[src/rtl/i2cm_pkg.sv]
// ----------------------------------------------------------------------------
// i2cm_pkg
// Types and constants shared by the I2C master byte engine.
// ----------------------------------------------------------------------------
`default_nettype none

package i2cm_pkg;

  // Bus operation codes; the command field uses the same encoding.
  typedef enum logic [2:0] {
    OP_IDLE  = 3'd0,
    OP_START = 3'd1,
    OP_WRITE = 3'd2,
    OP_READ  = 3'd3,
    OP_STOP  = 3'd4
  } op_t;

  // Configuration register indexes.
  localparam logic REG_ACK_TIMEOUT     = 1'b0;
  localparam logic REG_TICKS_PER_PHASE = 1'b1;

  localparam logic [7:0]  ACK_TIMEOUT_RESET = 8'd250;
  localparam logic [15:0] TICKS_RESET       = 16'd1;

  // Phase at which a write starts waiting for the acknowledge.
  localparam logic [5:0] ACK_PHASE   = 6'd27;
  // Number of phases that carry the eight data bits of a write.
  localparam logic [5:0] WR_DATA_END = 6'd24;
  // Phase of a read at which the last bit is sampled.
  localparam logic [5:0] RD_LAST     = 6'd16;

  typedef struct packed {
    logic [2:0] action;
    logic [7:0] tx_byte;
    logic       sda_in;
  } cmd_t;

  typedef struct packed {
    logic       scl_out;
    logic       sda_out;
    logic       busy_res;
    logic       done_res;
    logic [7:0] rx_byte;
    logic       nack;
    logic       rejected;
  } res_t;

endpackage

`default_nettype wire

[src/rtl/i2c_master_byte_engine.sv]
// ----------------------------------------------------------------------------
// i2c_master_byte_engine
// Bit-level I2C master: command items load a bus operation, tick items step
// its line phases and every item returns the line levels and status.
// ----------------------------------------------------------------------------
//
//   channel   direction   handshake              payload
//   cmd       in          cmd_valid / cmd_stall  i2cm_pkg::cmd_t
//   res       out         res_valid / res_stall  i2cm_pkg::res_t
//   cfg       in          cfg_wen                cfg_addr, cfg_wdata
//
// Each item's result is registered in the output register, or in the skid
// register if the output is held; one item per cycle is sustained as it drains.
// The result path is a two-entry buffer (output register plus skid register);
// cmd_stall rises only when both hold an item, i.e. after the output stalls.
// Reset (rst, synchronous) returns the engine to idle with both lines released
// and the configuration at its reset values.
`default_nettype none

module i2c_master_byte_engine (
  input  wire logic            clk,
  input  wire logic            rst,
  input  wire logic            cmd_valid,
  output logic                 cmd_stall,
  input  wire i2cm_pkg::cmd_t  cmd,
  output logic                 res_valid,
  input  wire logic            res_stall,
  output i2cm_pkg::res_t       res,
  input  wire logic            cfg_wen,
  input  wire logic            cfg_addr,
  input  wire logic [15:0]     cfg_wdata
);
  import i2cm_pkg::*;

  logic [7:0]  ack_timeout;
  logic [15:0] ticks_per_phase;

  op_t         current_op, current_op_next;
  logic [5:0]  phase_index, phase_index_next;
  logic [1:0]  bit_sub, bit_sub_next;
  logic [7:0]  shift_byte, shift_byte_next;
  logic [7:0]  ack_wait_count, ack_wait_count_next;
  logic [15:0] prescale_count, prescale_count_next;
  logic        scl_level, scl_level_next;
  logic        sda_level, sda_level_next;
  logic        nack_flag, nack_flag_next;
  logic [7:0]  rx_last, rx_last_next;

  logic        accept;
  logic        fin;
  logic        rej;
  logic        is_cmd;
  logic [15:0] limit;
  logic [16:0] pre_inc;
  res_t        result;

  logic        skid_valid;
  res_t        skid;
  logic        out_free;

  assign cmd_stall = skid_valid;
  assign accept    = cmd_valid && !skid_valid;
  assign out_free  = !res_valid || !res_stall;

  assign is_cmd  = (cmd.action >= OP_START) && (cmd.action <= OP_STOP);
  assign limit   = (ticks_per_phase == 16'd0) ? 16'd1 : ticks_per_phase;
  assign pre_inc = {1'b0, prescale_count} + 17'd1;

  always_comb begin
    current_op_next     = current_op;
    phase_index_next    = phase_index;
    bit_sub_next        = bit_sub;
    shift_byte_next     = shift_byte;
    ack_wait_count_next = ack_wait_count;
    prescale_count_next = prescale_count;
    scl_level_next      = scl_level;
    sda_level_next      = sda_level;
    nack_flag_next      = nack_flag;
    rx_last_next        = rx_last;
    fin                 = 1'b0;
    rej                 = 1'b0;

    if (is_cmd) begin
      if (current_op != OP_IDLE) begin
        rej = 1'b1;
      end else begin
        current_op_next     = op_t'(cmd.action);
        phase_index_next    = 6'd0;
        bit_sub_next        = 2'd0;
        prescale_count_next = 16'd0;
        ack_wait_count_next = 8'd0;
        shift_byte_next     = (op_t'(cmd.action) == OP_WRITE) ? cmd.tx_byte : 8'd0;
        if (op_t'(cmd.action) == OP_WRITE) begin
          nack_flag_next = 1'b0;
        end
      end
    end else if (current_op != OP_IDLE) begin
      if (current_op == OP_WRITE && phase_index >= ACK_PHASE) begin
        // The acknowledge wait runs on every tick, bypassing the prescaler.
        if (cmd.sda_in && ack_wait_count < ack_timeout) begin
          ack_wait_count_next = ack_wait_count + 8'd1;
        end else begin
          scl_level_next = 1'b0;
          nack_flag_next = cmd.sda_in;
          fin            = 1'b1;
        end
      end else if (pre_inc >= {1'b0, limit}) begin
        prescale_count_next = 16'd0;
        phase_index_next    = phase_index + 6'd1;
        bit_sub_next        = (bit_sub == 2'd2) ? 2'd0 : bit_sub + 2'd1;
        unique case (current_op)
          OP_START: begin
            unique case (phase_index)
              6'd0:    scl_level_next = 1'b0;
              6'd1:    sda_level_next = 1'b1;
              6'd2:    scl_level_next = 1'b1;
              6'd3:    sda_level_next = 1'b0;
              6'd4:    scl_level_next = 1'b0;
              default: begin
                sda_level_next = 1'b1;
                fin            = 1'b1;
              end
            endcase
          end
          OP_WRITE: begin
            // bit_sub tracks the phase within each three-phase data bit.
            if (phase_index < WR_DATA_END) begin
              unique case (bit_sub)
                2'd0: scl_level_next = 1'b0;
                2'd1: begin
                  sda_level_next  = shift_byte[7];
                  shift_byte_next = {shift_byte[6:0], 1'b0};
                end
                default: scl_level_next = 1'b1;
              endcase
            end else if (phase_index == WR_DATA_END) begin
              scl_level_next = 1'b0;
            end else if (phase_index == WR_DATA_END + 6'd1) begin
              sda_level_next = 1'b1;
            end else begin
              scl_level_next = 1'b1;
            end
          end
          OP_READ: begin
            if (phase_index == 6'd0) begin
              scl_level_next = 1'b0;
              sda_level_next = 1'b1;
            end else if (phase_index[0]) begin
              scl_level_next = 1'b0;
            end else begin
              scl_level_next  = 1'b1;
              shift_byte_next = {shift_byte[6:0], cmd.sda_in};
              if (phase_index >= RD_LAST) begin
                rx_last_next = {shift_byte[6:0], cmd.sda_in};
                fin          = 1'b1;
              end
            end
          end
          default: begin
            unique case (phase_index)
              6'd0:    scl_level_next = 1'b0;
              6'd1:    sda_level_next = 1'b0;
              6'd2:    scl_level_next = 1'b1;
              default: begin
                sda_level_next = 1'b1;
                fin            = 1'b1;
              end
            endcase
          end
        endcase
      end else begin
        prescale_count_next = pre_inc[15:0];
      end
      if (fin) begin
        current_op_next     = OP_IDLE;
        phase_index_next    = 6'd0;
        prescale_count_next = 16'd0;
      end
    end

    result.scl_out  = scl_level_next;
    result.sda_out  = sda_level_next;
    result.busy_res = (current_op_next != OP_IDLE);
    result.done_res = fin;
    result.rx_byte  = rx_last_next;
    result.nack     = nack_flag_next;
    result.rejected = rej;
  end

  always_ff @(posedge clk) begin
    if (rst) begin
      ack_timeout     <= ACK_TIMEOUT_RESET;
      ticks_per_phase <= TICKS_RESET;
    end else if (cfg_wen) begin
      unique case (cfg_addr)
        REG_ACK_TIMEOUT:     ack_timeout     <= cfg_wdata[7:0];
        REG_TICKS_PER_PHASE: ticks_per_phase <= cfg_wdata;
        default:             ;
      endcase
    end
  end

  always_ff @(posedge clk) begin
    if (rst) begin
      current_op     <= OP_IDLE;
      phase_index    <= 6'd0;
      bit_sub        <= 2'd0;
      shift_byte     <= 8'd0;
      ack_wait_count <= 8'd0;
      prescale_count <= 16'd0;
      scl_level      <= 1'b1;
      sda_level      <= 1'b1;
      nack_flag      <= 1'b0;
      rx_last        <= 8'd0;
    end else if (accept) begin
      current_op     <= current_op_next;
      phase_index    <= phase_index_next;
      bit_sub        <= bit_sub_next;
      shift_byte     <= shift_byte_next;
      ack_wait_count <= ack_wait_count_next;
      prescale_count <= prescale_count_next;
      scl_level      <= scl_level_next;
      sda_level      <= sda_level_next;
      nack_flag      <= nack_flag_next;
      rx_last        <= rx_last_next;
    end
  end

  // Result buffer: the skid register only fills when the output is held.
  always_ff @(posedge clk) begin
    if (rst) begin
      res_valid  <= 1'b0;
      skid_valid <= 1'b0;
    end else if (out_free) begin
      if (skid_valid) begin
        res_valid  <= 1'b1;
        skid_valid <= 1'b0;
      end else begin
        res_valid <= accept;
      end
    end else if (accept) begin
      skid_valid <= 1'b1;
    end
  end

  always_ff @(posedge clk) begin
    if (out_free) begin
      if (skid_valid) begin
        res <= skid;
      end else if (accept) begin
        res <= result;
      end
    end else if (accept) begin
      skid <= result;
    end
  end

endmodule

`default_nettype wire
[config.mk]
export PLATFORM = sky130hd
export DESIGN_NAME = i2c_master_byte_engine
export DESIGN_NICKNAME = d
export VERILOG_FILES = /design/src/rtl/i2cm_pkg.sv /design/src/rtl/i2c_master_byte_engine.sv
export SDC_FILE = /design/constraint.sdc
export NUM_CORES = 1
export LEC_CHECK = 0
export BUFFER_PORTS_ARGS = -buffer_cell sky130_fd_sc_hd__buf_2
export CAP_MARGIN = 10
export CORE_MARGIN = 4
export CORE_UTILIZATION = 60
export DETAILED_ROUTE_END_ITERATION = 12
export GPL_TIMING_DRIVEN = 0
export PLACE_DENSITY = 0.77
export SETUP_SLACK_MARGIN = 0.2
export SLEW_MARGIN = 20
export SYNTH_ARGS = -nofsm -noshare
export SYNTH_HDL_FRONTEND = slang
export SYNTH_SLANG_ARGS = --single-unit
[constraint.sdc]
create_clock -name clk -period 11.4 [get_ports clk]
set_input_delay 1.71 -clock clk [delete_from_list [all_inputs] [get_ports clk]]
set_output_delay 1.71 -clock clk [all_outputs]
set_load 0.005 [all_outputs]
==> results.txt, run 1 <==
TritonCTS built the clock tree. The die footprint came out at 11,500 um2. Summing the areas of all xor and xnor instances in the mapped netlist gives 3.59% of the synthesized area.

Leaving out filler cells and counting taps, the final layout contains 823. Synthesis produced a netlist whose cell count is 630. In this run the worst hold path is classified as reg -> reg. The number of CTS-inserted buffers is 9. The mapped cell area came out at 5890 um2. The global-route usage over all layers came out at 24.8%. The setup skew after layout came out at 0.0182 ns. The share of flip-flops with an asynchronous set or reset after synthesis is 0%. The number of maximum-capacitance violations came out at 0. The number of buffers inserted by hold repair at cts is 0. The number of storage elements in the synthesis netlist came out at 108. The via density per instance is 6.01. The area fraction in and, or, nand and nor cells after synthesis came out at 19.3%. The final-report hold violation count is 0.

Counting instances, the worst hold path has a depth of 2. Yosys mapped a number of flops with a built-in enable equal to 28. The post-cts repair resize count came out at 0. In this run the critical register-to-register path is launched from prescale_count[2]$_SDFFE_PP0P_. Setup repair after global routing left no endpoint under its margin. The share of synthesized cell area in full adder, half adder and majority cells is 6.59%. Clock-pin slew was measured on the worst setup and hold paths at 0.10 ns.

At the pin with the least slew margin, the transition time is 0.944 ns. The power consumption came out at 777 uW. The cell taking the most area after synthesis is dfxtp_1.

The pin count of the biggest net entering global routing came out at 19. The later pin in the worst-skew pair is clocked with a latency of 0.39 ns. The depth of the CTS H-tree came out at 3. STA classifies the critical path endpoint as a flip-flop.

The synthesized net count came out at 695. The initial DRC count is 306. The final critical delay including setup and external delays is 4.36 ns.

Setup slack on the worst reg-to-reg path comes out at 7.04 ns. The flip-flop cell with the highest count after synthesis is dfxtp_1. The worst-case IR drop observed on VDD is 99.3 uV. The count of unresolved DRC violations after routing came out at 0. The first global-routing pass estimated 22,800 um of wire. The final wirelength came out at 13,700 um. The number of placement rows came out at 35.

The worst reg2reg path depth came out at 13. Leaving out fill and tap cells, the most frequent cell in the layout is dfxtp_1. In this run the most critical hold path is launched from rx_last[3]$_SDFFE_PP0P_. The via count of the first global-routing pass came out at 4,708. The number of distinct standard cells referenced by the synthesized netlist came out at 66. The number of port buffers is 48. For this design the static power due to leakage is 2.59 nW.

The path with the worst hold slack has its endpoint at rx_last[3]$_SDFFE_PP0P_. The area fraction in compound gates after synthesis is 18.7%. Of the available clock period, the critical path in the final layout requires 38.2%. The critical path in this run is classified as in -> reg. The I/O pin total came out at 50.

After detailed routing, the average wire length per cell comes to 16.6 um. The largest fanout on the critical path came out at 10. The standard cell core area is 9420 um2. Once placement completed, the tool counted placed cells totaling 807. The die is 107 um tall. The post-DP HPWL came out at 10,300 um.

Once the clock tree was built, the setup fixing pass inserted 0 buffers. The vias after detailed routing is 4,943. The share of synthesized area spent on multiplexers came out at 6.48%.

The sequential share of the synthesized area is 41.5%. The highest clock rate is 0.230 GHz. The worst setup path is launched from an input port.

After global routing the overflow that remains totals 0. The tightest slew margin relative to the limit is 36.1%. For this design, the sink count on the clock tree is 108.

The number of antenna violations at the first check in global routing is 0. The layout overhead on the synthesized area is 10.8%. The floorplan die width is 107 um. The root buffer selected by CTS is clkbuf_8.

Once the floorplan was initialized, standard cells occupied 62.6% of the core. The number of pins exceeding their max-slew limit in the final report is 0. After synthesis, the largest family of logic cells by area is simple AND/OR/NAND/NOR gates. Yosys attributes the largest share of cell area to dfxtp_1 27%, edfxtp_1 14%, ha_1 6.6%, mux2_2 4.8%, nand2_1 4.0%.

The count of antenna diodes in the layout is 0. Dividing total power by cell area gives a power density of 119 nW/um2. The critical path data required time is 11.67 ns. The fraction of synthesized cell area taken by the top area cell type came out at 27.2%. The detailed-router iteration count before antenna repair is 5. In this run the deepest clock path goes through 2 buffers. The arrival time reported for the critical path endpoint is 4.62 ns. Setup violations remaining at the end of the flow were counted as 0. The library cells used most frequently in the layout, excluding fill and tap cells, are 80 x dfxtp_1, 62 x nand2_1, 55 x buf_2. The number of warning messages in the yosys log is 0. The average size of a mapped cell is 9.35 um2. The total negative slack for setup checks came out at 0 ns. In this run the critical register-to-register path is captured at res[8]$_DFFE_PP_.

The share of cells above drive strength 1 is 16.3%. The routability congestion estimate came out at 0.929. The net count of the finished layout is 754.

The number of antenna-violating nets in the routed design came out at 0. The run finished with clean final reports.
[kinds of logic after synthesis]
logic type | count (synthesis)
adders and majority gates | 31
DFF | 108
muxes | 35
AOI/OAI and AO/OA | 157
and+or+nand+nor | 219
xor gates and xnor gates | 22
buffers and inverters | 58
[per-stage QoR]
step	setup WS (ns)	area (um2)	hold WS (ns)	util, %
6_report	7.04	6530	0.478	69.3
4_1_cts	7.10	6520	0.480	69.3
3_3_place_gp	6.79	6290	0.455	66.8
3_5_place_dp	6.73	6290	0.462	66.9
2_1_floorplan	7.49	5890	0.443	-
5_1_grt	6.80	6530	0.500	69.3
[layer usage]
layer	vias up	track usage [%]	routed length, um
met5	-	0	0
li1	2430	-	-
met1	2355	34.1	6220
met4	0	7.67	235
met3	23	4.46	737
met2	135	39.8	6480
[synthesized netlist by cell type (3+ instances only)]
cell       n
a211o_1    7
a211oi_1   4
a21o_1     4
a21oi_1   41
a221oi_1   8
a22o_1    17
a311oi_1   3
a31oi_1   15
and2_1     6
and3_1    10
and4_1     4
buf_1      3
buf_2      7
clkbuf_1  17
dfxtp_1   80
edfxtp_1  28
ha_1      31
inv_1     30
mux2_2    25
mux2i_1   10
nand2_1   62
nand2b_1  24
nand3_1   12
nand3b_1   4
nand4_1   11
nor2_1    35
nor2_2     3
nor2b_1   13
nor3_1    17
nor4_1     3
o211ai_1   4
o21a_1     4
o21ai_0   20
o31ai_1    3
or2_2      3
or3_1      3
xnor2_1    7
xor2_1    14
[power by group]
| part | leakage [nW] | switching [mW] | total (mW) | internal [mW] |
|---|---|---|---|---|
| Clock | 0.116 | 0.134 | 0.263 | 0.129 |
| Sequential | 0.901 | 0.00971 | 0.416 | 0.406 |
| Combinational | 1.58 | 0.0610 | 0.0987 | 0.0377 |
| Total | 2.59 | 0.205 | 0.777 | 0.573 |
[critical path, stage by stage]
cell and delay, ns:
buf_2 0.15, nor2_4 0.21, xor2_4 0.33, inv_2 0.18, ha_1 0.28, nor3_2 0.36, nor2_1 0.10, a21oi_1 0.55
o31ai_1 0.33, a221o_1 0.41
[layout make-up]
| class | instances | area (um2) |
|---|---|---|
| fill | 767 | 2890 |
| multi-input combinational | 464 | 3230 |
| clock buffer | 13 | 180 |
| buffer | 27 | 110 |
| timing repair buffer | 48 | 240 |
| tap | 129 | 161 |
| inverter | 31 | 116 |
| clock inverter | 3 | 47.5 |
| sequential | 108 | 2440 |
[registers in the layout (all words and copies together) (netlist names), 6 cells and up]
name	cells
ticks_per_phase	16
shift_byte	8
rx_last	8
ack_wait_count	8
ack_timeout	8
prescale_count	16
phase_index	6
res	14
skid	14
[how the worst max path moves through the flow]
stage | endpoint | startpoint | slack, ns | cells after the start
after floorplan | phase_index[2]$_SDFFE_PP0P_ | cmd[11] | 7.49 | 9
after global placement | phase_index[2]$_SDFFE_PP0P_ | cmd[9] | 6.79 | 10
after detailed placement | phase_index[2]$_SDFFE_PP0P_ | cmd[9] | 6.73 | 10
after CTS | res[8]$_DFFE_PP_ | prescale_count[2]$_SDFFE_PP0P_ | 7.10 | 13
after global routing | res[8]$_DFFE_PP_ | prescale_count[2]$_SDFFE_PP0P_ | 6.80 | 13
final | phase_index[2]$_SDFFE_PP0P_ | cmd[9] | 7.04 | 10
Note: power is estimated with default switching activity, not from simulation.
==> run 2: changes to the inputs <==
--- a/config.mk
+++ b/config.mk
@@ -5,13 +5,14 @@
 export SDC_FILE = /design/constraint.sdc
 export NUM_CORES = 1
 export LEC_CHECK = 0
+export ABC_AREA = 1
 export BUFFER_PORTS_ARGS = -buffer_cell sky130_fd_sc_hd__buf_2
 export CAP_MARGIN = 10
 export CORE_MARGIN = 4
-export CORE_UTILIZATION = 60
+export CORE_UTILIZATION = 55
 export DETAILED_ROUTE_END_ITERATION = 12
 export GPL_TIMING_DRIVEN = 0
-export PLACE_DENSITY = 0.77
+export PLACE_DENSITY = 0.74
 export SETUP_SLACK_MARGIN = 0.2
 export SLEW_MARGIN = 20
 export SYNTH_ARGS = -nofsm -noshare
==> constraint.sdc (replaced) <==
create_clock -name clk -period 3.8 [get_ports clk]
set_input_delay 0.57 -clock clk [delete_from_list [all_inputs] [get_ports clk]]
set_output_delay 0.57 -clock clk [all_outputs]
set_load 0.005 [all_outputs]
==> results.txt, run 2 <==
Run status: completed (unchanged). RSZ-0062 raised after global routing: false (unchanged). The global-route usage over all layers came out at 23.6% (was 24.8%). The number of synthesized flops with an enable pin is 28 (unchanged).

The pin count of the biggest net entering global routing is 18 (was 19). The layout overhead on the synthesized area came to 12.3% (was 10.8%). Timing would allow up to 0.304 GHz. The maximum buffer depth of the clock tree was 2 (unchanged). After layout, the worst path uses 86.7% of the clock period. The number of CTS-inserted buffers was 9 (unchanged).

The element type at the critical path start is a flip-flop (was input port). The number of antenna violations at the first check in global routing is 0 (unchanged). The critical path data required time came out at 4.02 ns (was 11.67 ns). The count of antenna diodes in the layout is 0 (unchanged). The element type at the critical path end is a flip-flop (unchanged).

The number of setup violations in the final report came out at 0 (unchanged). The routability congestion estimate was 0.867 (was 0.929). The power consumption is 2.85 mW (was 777 uW). The synthesized-area fraction occupied by xor and xnor cells is 2.59% (was 3.59%). The final wirelength is 15,300 um (was 13,700 um). The routed wire length per instance came out at 13.8 um (was 16.6 um). The number of warning messages in the yosys log came out at 0 (unchanged). The number of antenna-violating nets in the routed design came to 0 (unchanged). The wire length of the first global-routing pass is 25,300 um (was 22,800 um).

The synthesized net count came out at 963 (was 695). The share of synthesized area spent on multiplexers is 0% (was 6.48%). The number of storage elements in the synthesis netlist came out at 108 (unchanged). The die outline height came to 116 um (was 107 um).

The tightest slew margin relative to the limit came to 46.4% (was 36.1%). The vias after detailed routing came out at 5,877 (was 4,943). The number of maximum-capacitance violations is 0 (unchanged). The number of buffers inserted by hold repair at cts is 0 (unchanged). The root buffer selected by CTS is clkbuf_16 (was clkbuf_8). The starting utilization of the core area came out at 56.1% (was 62.6%). The share of synthesized cell area in full adder, half adder and majority cells came out at 6.09% (was 6.59%). The net count of the finished layout is 1,026 (was 754).

The highest ir drop seen on vdd came to 214 uV (was 99.3 uV). The start-to-end type of the worst setup path is reg -> reg (was in -> reg). The depth of the CTS H-tree came out at 3 (unchanged). Main area contributors after synthesis: dfxtp_1 25%, nand2_1 14%, edfxtp_1 13%, ha_1 6.1%, inv_1 5.9% (was dfxtp_1 27%, edfxtp_1 14%, ha_1 6.6%, mux2_2 4.8%, nand2_1 4.0%). Largest registers: prescale_count x16, ticks_per_phase x16 (unchanged). The clock edge transition at the registers on the reported setup and hold paths came out at 0.07 ns (was 0.10 ns).

The delay of the slowest cell on the worst path is 0.37 ns (was 0.55 ns). The die footprint came out at 13,400 um2 (was 11,500 um2). The number of pins exceeding their max-slew limit in the final report came to 0 (unchanged). The share of flip-flops with an asynchronous set or reset after synthesis is 0% (unchanged).

The clock network latency to the later pin of the worst-skew pair came out at 0.35 ns (was 0.39 ns). The initial DRC count came out at 344 (was 306). The total negative slack for setup checks came to 0 ns (unchanged). The detailed-router iteration count before antenna repair is 4 (was 5). Counting I/O delays and the setup requirement, the final critical path takes 3.29 ns. The number of distinct standard cells referenced by the synthesized netlist came to 44 (was 66).

The largest family of logic cells by synthesized area is simple AND/OR/NAND/NOR gates (unchanged). The I/O pin total is 50 (unchanged). The share of cells above drive strength 1 came out at 11.6% (was 16.3%).

The mapped cell area is 6370 um2 (was 5890 um2). The area fraction in and, or, nand and nor cells after synthesis was 28.7% (was 19.3%). The most numerous cell in the Yosys netlist is nand2_1 (was dfxtp_1).

In this design, the critical path's most frequently occurring cell is nand2_1. The sequential share of the synthesized area is 38.3% (was 41.5%). The total congestion overflow came out at 0 (unchanged). The flip-flop cell with the highest count after synthesis is dfxtp_1 (unchanged). The setup skew after layout came out at 0.00540 ns (was 0.0182 ns). The final non-filler cell total was 1,109 (was 823). The TritonCTS clock tree is yes (unchanged).

The final-report hold violation count was 0 (unchanged). The area fraction in compound gates after synthesis is 15.3% (was 18.7%). The count of unresolved DRC violations after routing came out at 0 (unchanged). The highest-delay cell along the critical path was dfxtp_1 (was a21oi_1). The total leakage power is 3.26 nW (was 2.59 nW). The power density over cell area came to 398 nW/um2 (was 119 nW/um2). Most frequent cells in the layout: 245 x nand2_1, 101 x inv_1, 87 x nor2_1 (was 80 x dfxtp_1, 62 x nand2_1, 55 x buf_2). The number of standard cells after synthesis is 898 (was 630). The post-DP HPWL came out at 11,600 um (was 10,300 um). The floorplan die width came out at 116 um (was 107 um). The standard cell core area is 11,400 um2 (was 9420 um2).

The number of placed cells counting well taps is 1,089 (was 807). The via count of the first global-routing pass was 5,192 (was 4,708). The actual slew at the worst max-slew pin came out at 0.801 ns (was 0.944 ns). The via density per instance was 5.30 (was 6.01). The number of placement rows came out at 39 (was 35). The most common library cell in the layout ignoring fill and taps is nand2_1 (was dfxtp_1). The average size of a mapped cell is 7.10 um2 (was 9.35 um2). The number of port buffers came out at 48 (unchanged).

The cell taking the most area after synthesis is dfxtp_1 (unchanged). Synth top cells by count: 246 x nand2_1, 101 x inv_1, 89 x nor2_1 (was 80 x dfxtp_1, 62 x nand2_1, 41 x a21oi_1). The arrival time reported for the critical path endpoint came out at 3.51 ns (was 4.62 ns). The sink count of the clock tree is 108 (unchanged). The fraction of synthesized cell area taken by the top area cell type came to 25.1% (was 27.2%).

The path category of the worst min-delay check is in -> reg (was reg -> reg). List of cells traversed by the critical path: ha_2 > nand2_2 > nor3b_4 > nand2_2 > o32ai_1 > inv_1 > ha_1 > nand2_1 > inv_1 > nand2_1 > nor2_1 > a21oi_1 > nand3_1 > nand2_1 > nand3_4 > nand3_4 > nand3_4 > nand2_4 > clkinv_2 > buf_6 > nand2_1 > a21oi_1 (was buf_2 > nor2_4 > xor2_4 > inv_2 > ha_1 > nor3_2 > nor2_1 > a21oi_1 > o31ai_1 > a221o_1). The count of filler cells inserted in the layout is 1,078 (was 767).

The largest fanout on the critical path was 10 (unchanged).
run 2: cell count changes in the layout (fill, tap and decap cells not counted), sizes merged, moves of 13 or more:
cell    before  now
nand2       62  251
inv         33  106
nor2        40   95
o21ai       22   75
nand3       12   48
a21oi       43   72
mux2        25    0
nand2b      24    0
a22o        17    0
nor2b       13    0
run 2: worst max-delay path, delay by kind of cell (launching register included):
kind	cells	cell delay [ns]
AND/OR/NAND/NOR	13	1.36
flip-flops	1	0.37
AO/OA/AOI/OAI	3	0.43
buffers and inverters	4	0.45
adder cells (fa/ha/maj)	2	0.54
run 2: repair_timing:
item / in CTS / in global routing
resized for setup: 0 / 6
setup buffers: 0 / 4
endpoints found under the setup margin: 0 / 64
hold endpoints to repair: 0 / 0
run 2: per-layer routing:
| metal | wire, um | share of wire (%) | GRT usage, % | vias to the layer above |
|---|---|---|---|---|
| met5 | 0 | 0 | 0 | - |
| met4 | 337 | 2.2 | 8.74 | 0 |
| met3 | 817 | 5.3 | 3.08 | 25 |
| met2 | 6620 | 43 | 35.3 | 175 |
| met1 | 7520 | 49 | 34.8 | 2607 |
| li1 | - | - | - | 3070 |
run 2: layout make-up:
| type | count | area, um2 | area share [%] |
|---|---|---|---|
| Tap cell | 143 | 179 | 2.50 |
| Clock inverter | 6 | 86.3 | 1.21 |
| Clock buffer | 10 | 229 | 3.20 |
| Inverter | 105 | 395 | 5.52 |
| Sequential cell | 108 | 2440 | 34.1 |
| Timing Repair Buffer | 52 | 270 | 3.77 |
| Buffer | 36 | 178 | 2.48 |
| Multi-Input combinational cell | 649 | 3380 | 47.2 |
run 2: through the flow:
stage	instance area [um2]	util [%]	hold slack, ns	worst slack, ns
3_5_place_dp	6790	59.7	0.467	0.331
5_1_grt	7160	63.0	0.478	0.180
3_3_place_gp	6790	59.7	0.455	0.392
6_report	7160	63.0	0.461	0.505
2_1_floorplan	6370	-	0.435	0.873
4_1_cts	7110	62.5	0.450	0.305
run 2: where the power goes:
group	internal (mW)	switching (mW)
logic	0.188	0.364
clock network	0.580	0.423
registers	1.25	0.0389
total	2.02	0.826
run 2: final timing paths:
| check | start | to | slack [ns] | cells past startpoint |
|---|---|---|---|---|
| min reg2reg | ticks_per_phase[11]$_SDFFE_PP0P_ | ticks_per_phase[11]$_SDFFE_PP0P_ | 0.48 | 2 |
| max | prescale_count[1]$_SDFFE_PP0P_ | prescale_count[5]$_SDFFE_PP0P_ | 0.51 | 22 |
| max reg2reg | prescale_count[1]$_SDFFE_PP0P_ | prescale_count[5]$_SDFFE_PP0P_ | 0.51 | 22 |
| min | cfg_wdata[1] | ack_timeout[1]$_SDFFE_PP1P_ | 0.46 | 3 |
run 2: kinds of logic after synthesis:
group	after synthesis
simple gates	420
flops	108
compound gates	180
buf+inv	141
xor+xnor	18
fa+ha+maj	31
==> run 3: changes to the inputs <==
--- a/config.mk
+++ b/config.mk
@@ -5,14 +5,15 @@
 export SDC_FILE = /design/constraint.sdc
 export NUM_CORES = 1
 export LEC_CHECK = 0
-export ABC_AREA = 1
+export ABC_AREA = 0
+export ABC_CLOCK_PERIOD_IN_PS = 3800
 export BUFFER_PORTS_ARGS = -buffer_cell sky130_fd_sc_hd__buf_2
 export CAP_MARGIN = 10
 export CORE_MARGIN = 4
-export CORE_UTILIZATION = 55
+export CORE_UTILIZATION = 54
 export DETAILED_ROUTE_END_ITERATION = 12
 export GPL_TIMING_DRIVEN = 0
-export PLACE_DENSITY = 0.74
+export PLACE_DENSITY = 0.73
 export SETUP_SLACK_MARGIN = 0.2
 export SLEW_MARGIN = 20
 export SYNTH_ARGS = -nofsm -noshare
==> results.txt, run 3 (synthesis results as in run 1) <==
The die footprint came out at 12,600 um2 (was 13,400 um2). The floorplan die width is 112 um (was 116 um). The launch instance of the worst min-delay path is cfg_wdata[1] (unchanged). The share of cells above drive strength 1 came to 21.3% (was 11.6%).

The area of all placed cells without fillers is 6750 um2 (was 7160 um2). The path category of the worst min-delay check is in -> reg (unchanged). The via count of the first global-routing pass was 4,841 (was 5,192). The number of setup violations in the final report is 0 (unchanged). The number of CTS-inserted buffers is 9 (unchanged). The I/O pin total is 50 (unchanged). The actual slew at the worst max-slew pin came out at 0.988 ns (was 0.801 ns). The vias after detailed routing is 5,027 (was 5,877).

The critical path data required time is 3.94 ns (was 4.02 ns). The number of placed cells counting well taps came out at 814 (was 1,089). The final critical delay including setup and external delays came to 3.53 ns (was 3.29 ns). The highest clock rate is 0.284 GHz (was 0.304 GHz). The setup skew after layout is 0.0147 ns (was 0.00540 ns). The clock network latency to the later pin of the worst-skew pair came out at 0.38 ns (was 0.35 ns).

The count of antenna diodes in the layout came out at 0 (unchanged). The number of antenna violations at the first check in global routing is 0 (unchanged). The arrival time reported for the critical path endpoint is 3.66 ns (was 3.51 ns). The root buffer selected by CTS is clkbuf_8 (was clkbuf_16).

The sink count of the clock tree came to 108 (unchanged). The global-route usage over all layers is 22.8% (was 23.6%). The launching point of the worst reg2reg path was prescale_count[4]$_SDFFE_PP0P_ (was prescale_count[1]$_SDFFE_PP0P_).

The tightest slew margin relative to the limit came out at 33.6% (was 46.4%). The post-DP HPWL came out at 10,400 um (was 11,600 um). The final period utilization came out at 92.8% (was 86.7%). The most common library cell in the layout ignoring fill and taps was dfxtp_1 (was nand2_1).

The net count of the finished layout is 769 (was 1,026). RSZ-0062 raised after global routing: true (was false). The layout overhead on the synthesized area came to 14.5% (was 12.3%).

The instance area after placement is 6330 um2 (was 6790 um2). The TritonCTS clock tree is yes (unchanged). The final wirelength is 14,400 um (was 15,300 um). The largest fanout on the critical path is 5 (was 10).

Run status: completed (unchanged). Largest registers: prescale_count x16, ticks_per_phase x16 (unchanged). The final-report hold violation count is 0 (unchanged). Most frequent cells in the layout: 72 x dfxtp_1, 60 x nand2_1, 54 x buf_2 (was 245 x nand2_1, 101 x inv_1, 87 x nor2_1). The standard cell core area is 10,500 um2 (was 11,400 um2). The number of placement rows was 37 (was 39).

The total leakage power came to 2.66 nW (was 3.26 nW). The number of buffers inserted by hold repair at cts is 0 (unchanged). The via density per instance is 5.95 (was 5.30). The total congestion overflow came out at 0 (unchanged). The element type at the critical path start is a flip-flop (unchanged). The routed wire length per instance is 17.0 um (was 13.8 um).

The wire length of the first global-routing pass is 23,700 um (was 25,300 um). The number of maximum-capacitance violations was 0 (unchanged). The routability congestion estimate is 0.903 (was 0.867). The source of the critical timing path is prescale_count[4]$_SDFFE_PP0P_ (was prescale_count[1]$_SDFFE_PP0P_). The clock edge transition at the registers on the reported setup and hold paths came out at 0.10 ns (was 0.07 ns). The power density over cell area is 329 nW/um2 (was 398 nW/um2). The highest ir drop seen on vdd is 296 uV (was 214 uV).

The detailed-router iteration count before antenna repair is 5 (was 4). The power consumption came to 2.22 mW (was 2.85 mW). The number of antenna-violating nets in the routed design came out at 0 (unchanged). The worst-case setup slack after placement came to -0.240 ns (was 0.331 ns).

The count of unresolved DRC violations after routing is 0 (unchanged). The start-to-end type of the worst setup path is reg -> reg (unchanged). The pin count of the biggest net entering global routing is 19 (was 18). The maximum buffer depth of the clock tree is 2 (unchanged). The post-route worst hold slack came out at 0.414 ns (was 0.461 ns). The starting utilization of the core area is 56.3% (was 56.1%). The die outline height came out at 112 um (was 116 um). The number of pins exceeding their max-slew limit in the final report came to 0 (unchanged). The depth of the CTS H-tree is 3 (unchanged). The final non-filler cell total is 845 (was 1,109).

The number of port buffers came out at 48 (unchanged). The element type at the critical path end is a flip-flop (unchanged). The final worst setup slack came to 0.275 ns (was 0.505 ns). The initial DRC count is 336 (was 344).
-- run 3: cell count changes in the layout (fill, tap and decap cells not counted), sizes merged, moves of 10 or more --
cell and delta:
nor2b +13, a22o +17, o21ai -53, nor2 -55, nand2b +24, inv -72, nand3 -36, and3 +10
nand2 -189, mux2 +25, a21oi -29, mux2i +10
-- run 3: worst paths after layout --
path / endpoint / slack [ns] / cells past startpoint
worst max-delay path: res[7]$_DFFE_PP_ / 0.27 / 13
worst min-delay path: ack_timeout[1]$_SDFFE_PP1P_ / 0.41 / 2
worst max register to register: res[7]$_DFFE_PP_ / 0.27 / 13
worst min register to register: prescale_count[4]$_SDFFE_PP0P_ / 0.48 / 1
-- run 3: layout make-up --
class	count	area [um2]
multi-input combinational	465	3360
buffer	27	113
inverter	31	116
sequential	108	2460
clock inverter	7	50.0
fill	908	3720
timing repair buffer	62	345
tap	136	170
clock buffer	9	124
-- run 3: through the flow --
stage               setup TNS (ns)  util (%)
finish                           0      64.5
global route                     0      64.5
CTS                              0      63.4
detailed placement           -2.27      60.5
global placement             -1.08      60.4
floorplan                        0         -
-- run 3: critical path, stage by stage, from the launching register on --
cell and delay, ns:
dfxtp_2 0.36, and3_4 0.22, nand3_4 0.10, nor2_4 0.12, and2_4 0.15, and3_4 0.20
xor2_2 0.07, ha_1 0.31, nand3_2 0.13, or4_4 0.46, nor2_4 0.24, o2111ai_4 0.24
mux2_4 0.40, mux2_2 0.27
-- run 3: metal layers --
metal  global-route usage (%)  share of wire, %  vias to the layer above
met4                     7.05               2.5                        0
li1                         -                 -                     2470
met5                        0                 0                        -
met1                     31.7                45                     2363
met3                     5.18               5.5                       36
met2                     35.6                47                      158
-- run 3: repair_timing --
item / 4_1_cts / 5_1_grt
endpoints found under the setup margin: 60 / 32
buffers inserted: 4 / 10
resized for setup: 22 / 10
pin swaps: 6 / 12
cloned: 1 / 0
-- run 3: report_power, final --
part | leakage, nW | internal [mW] | switching (mW)
Clock | 0.0894 | 0.244 | 0.413
Sequential | 0.907 | 1.22 | 0.0292
Combinational | 1.66 | 0.125 | 0.194
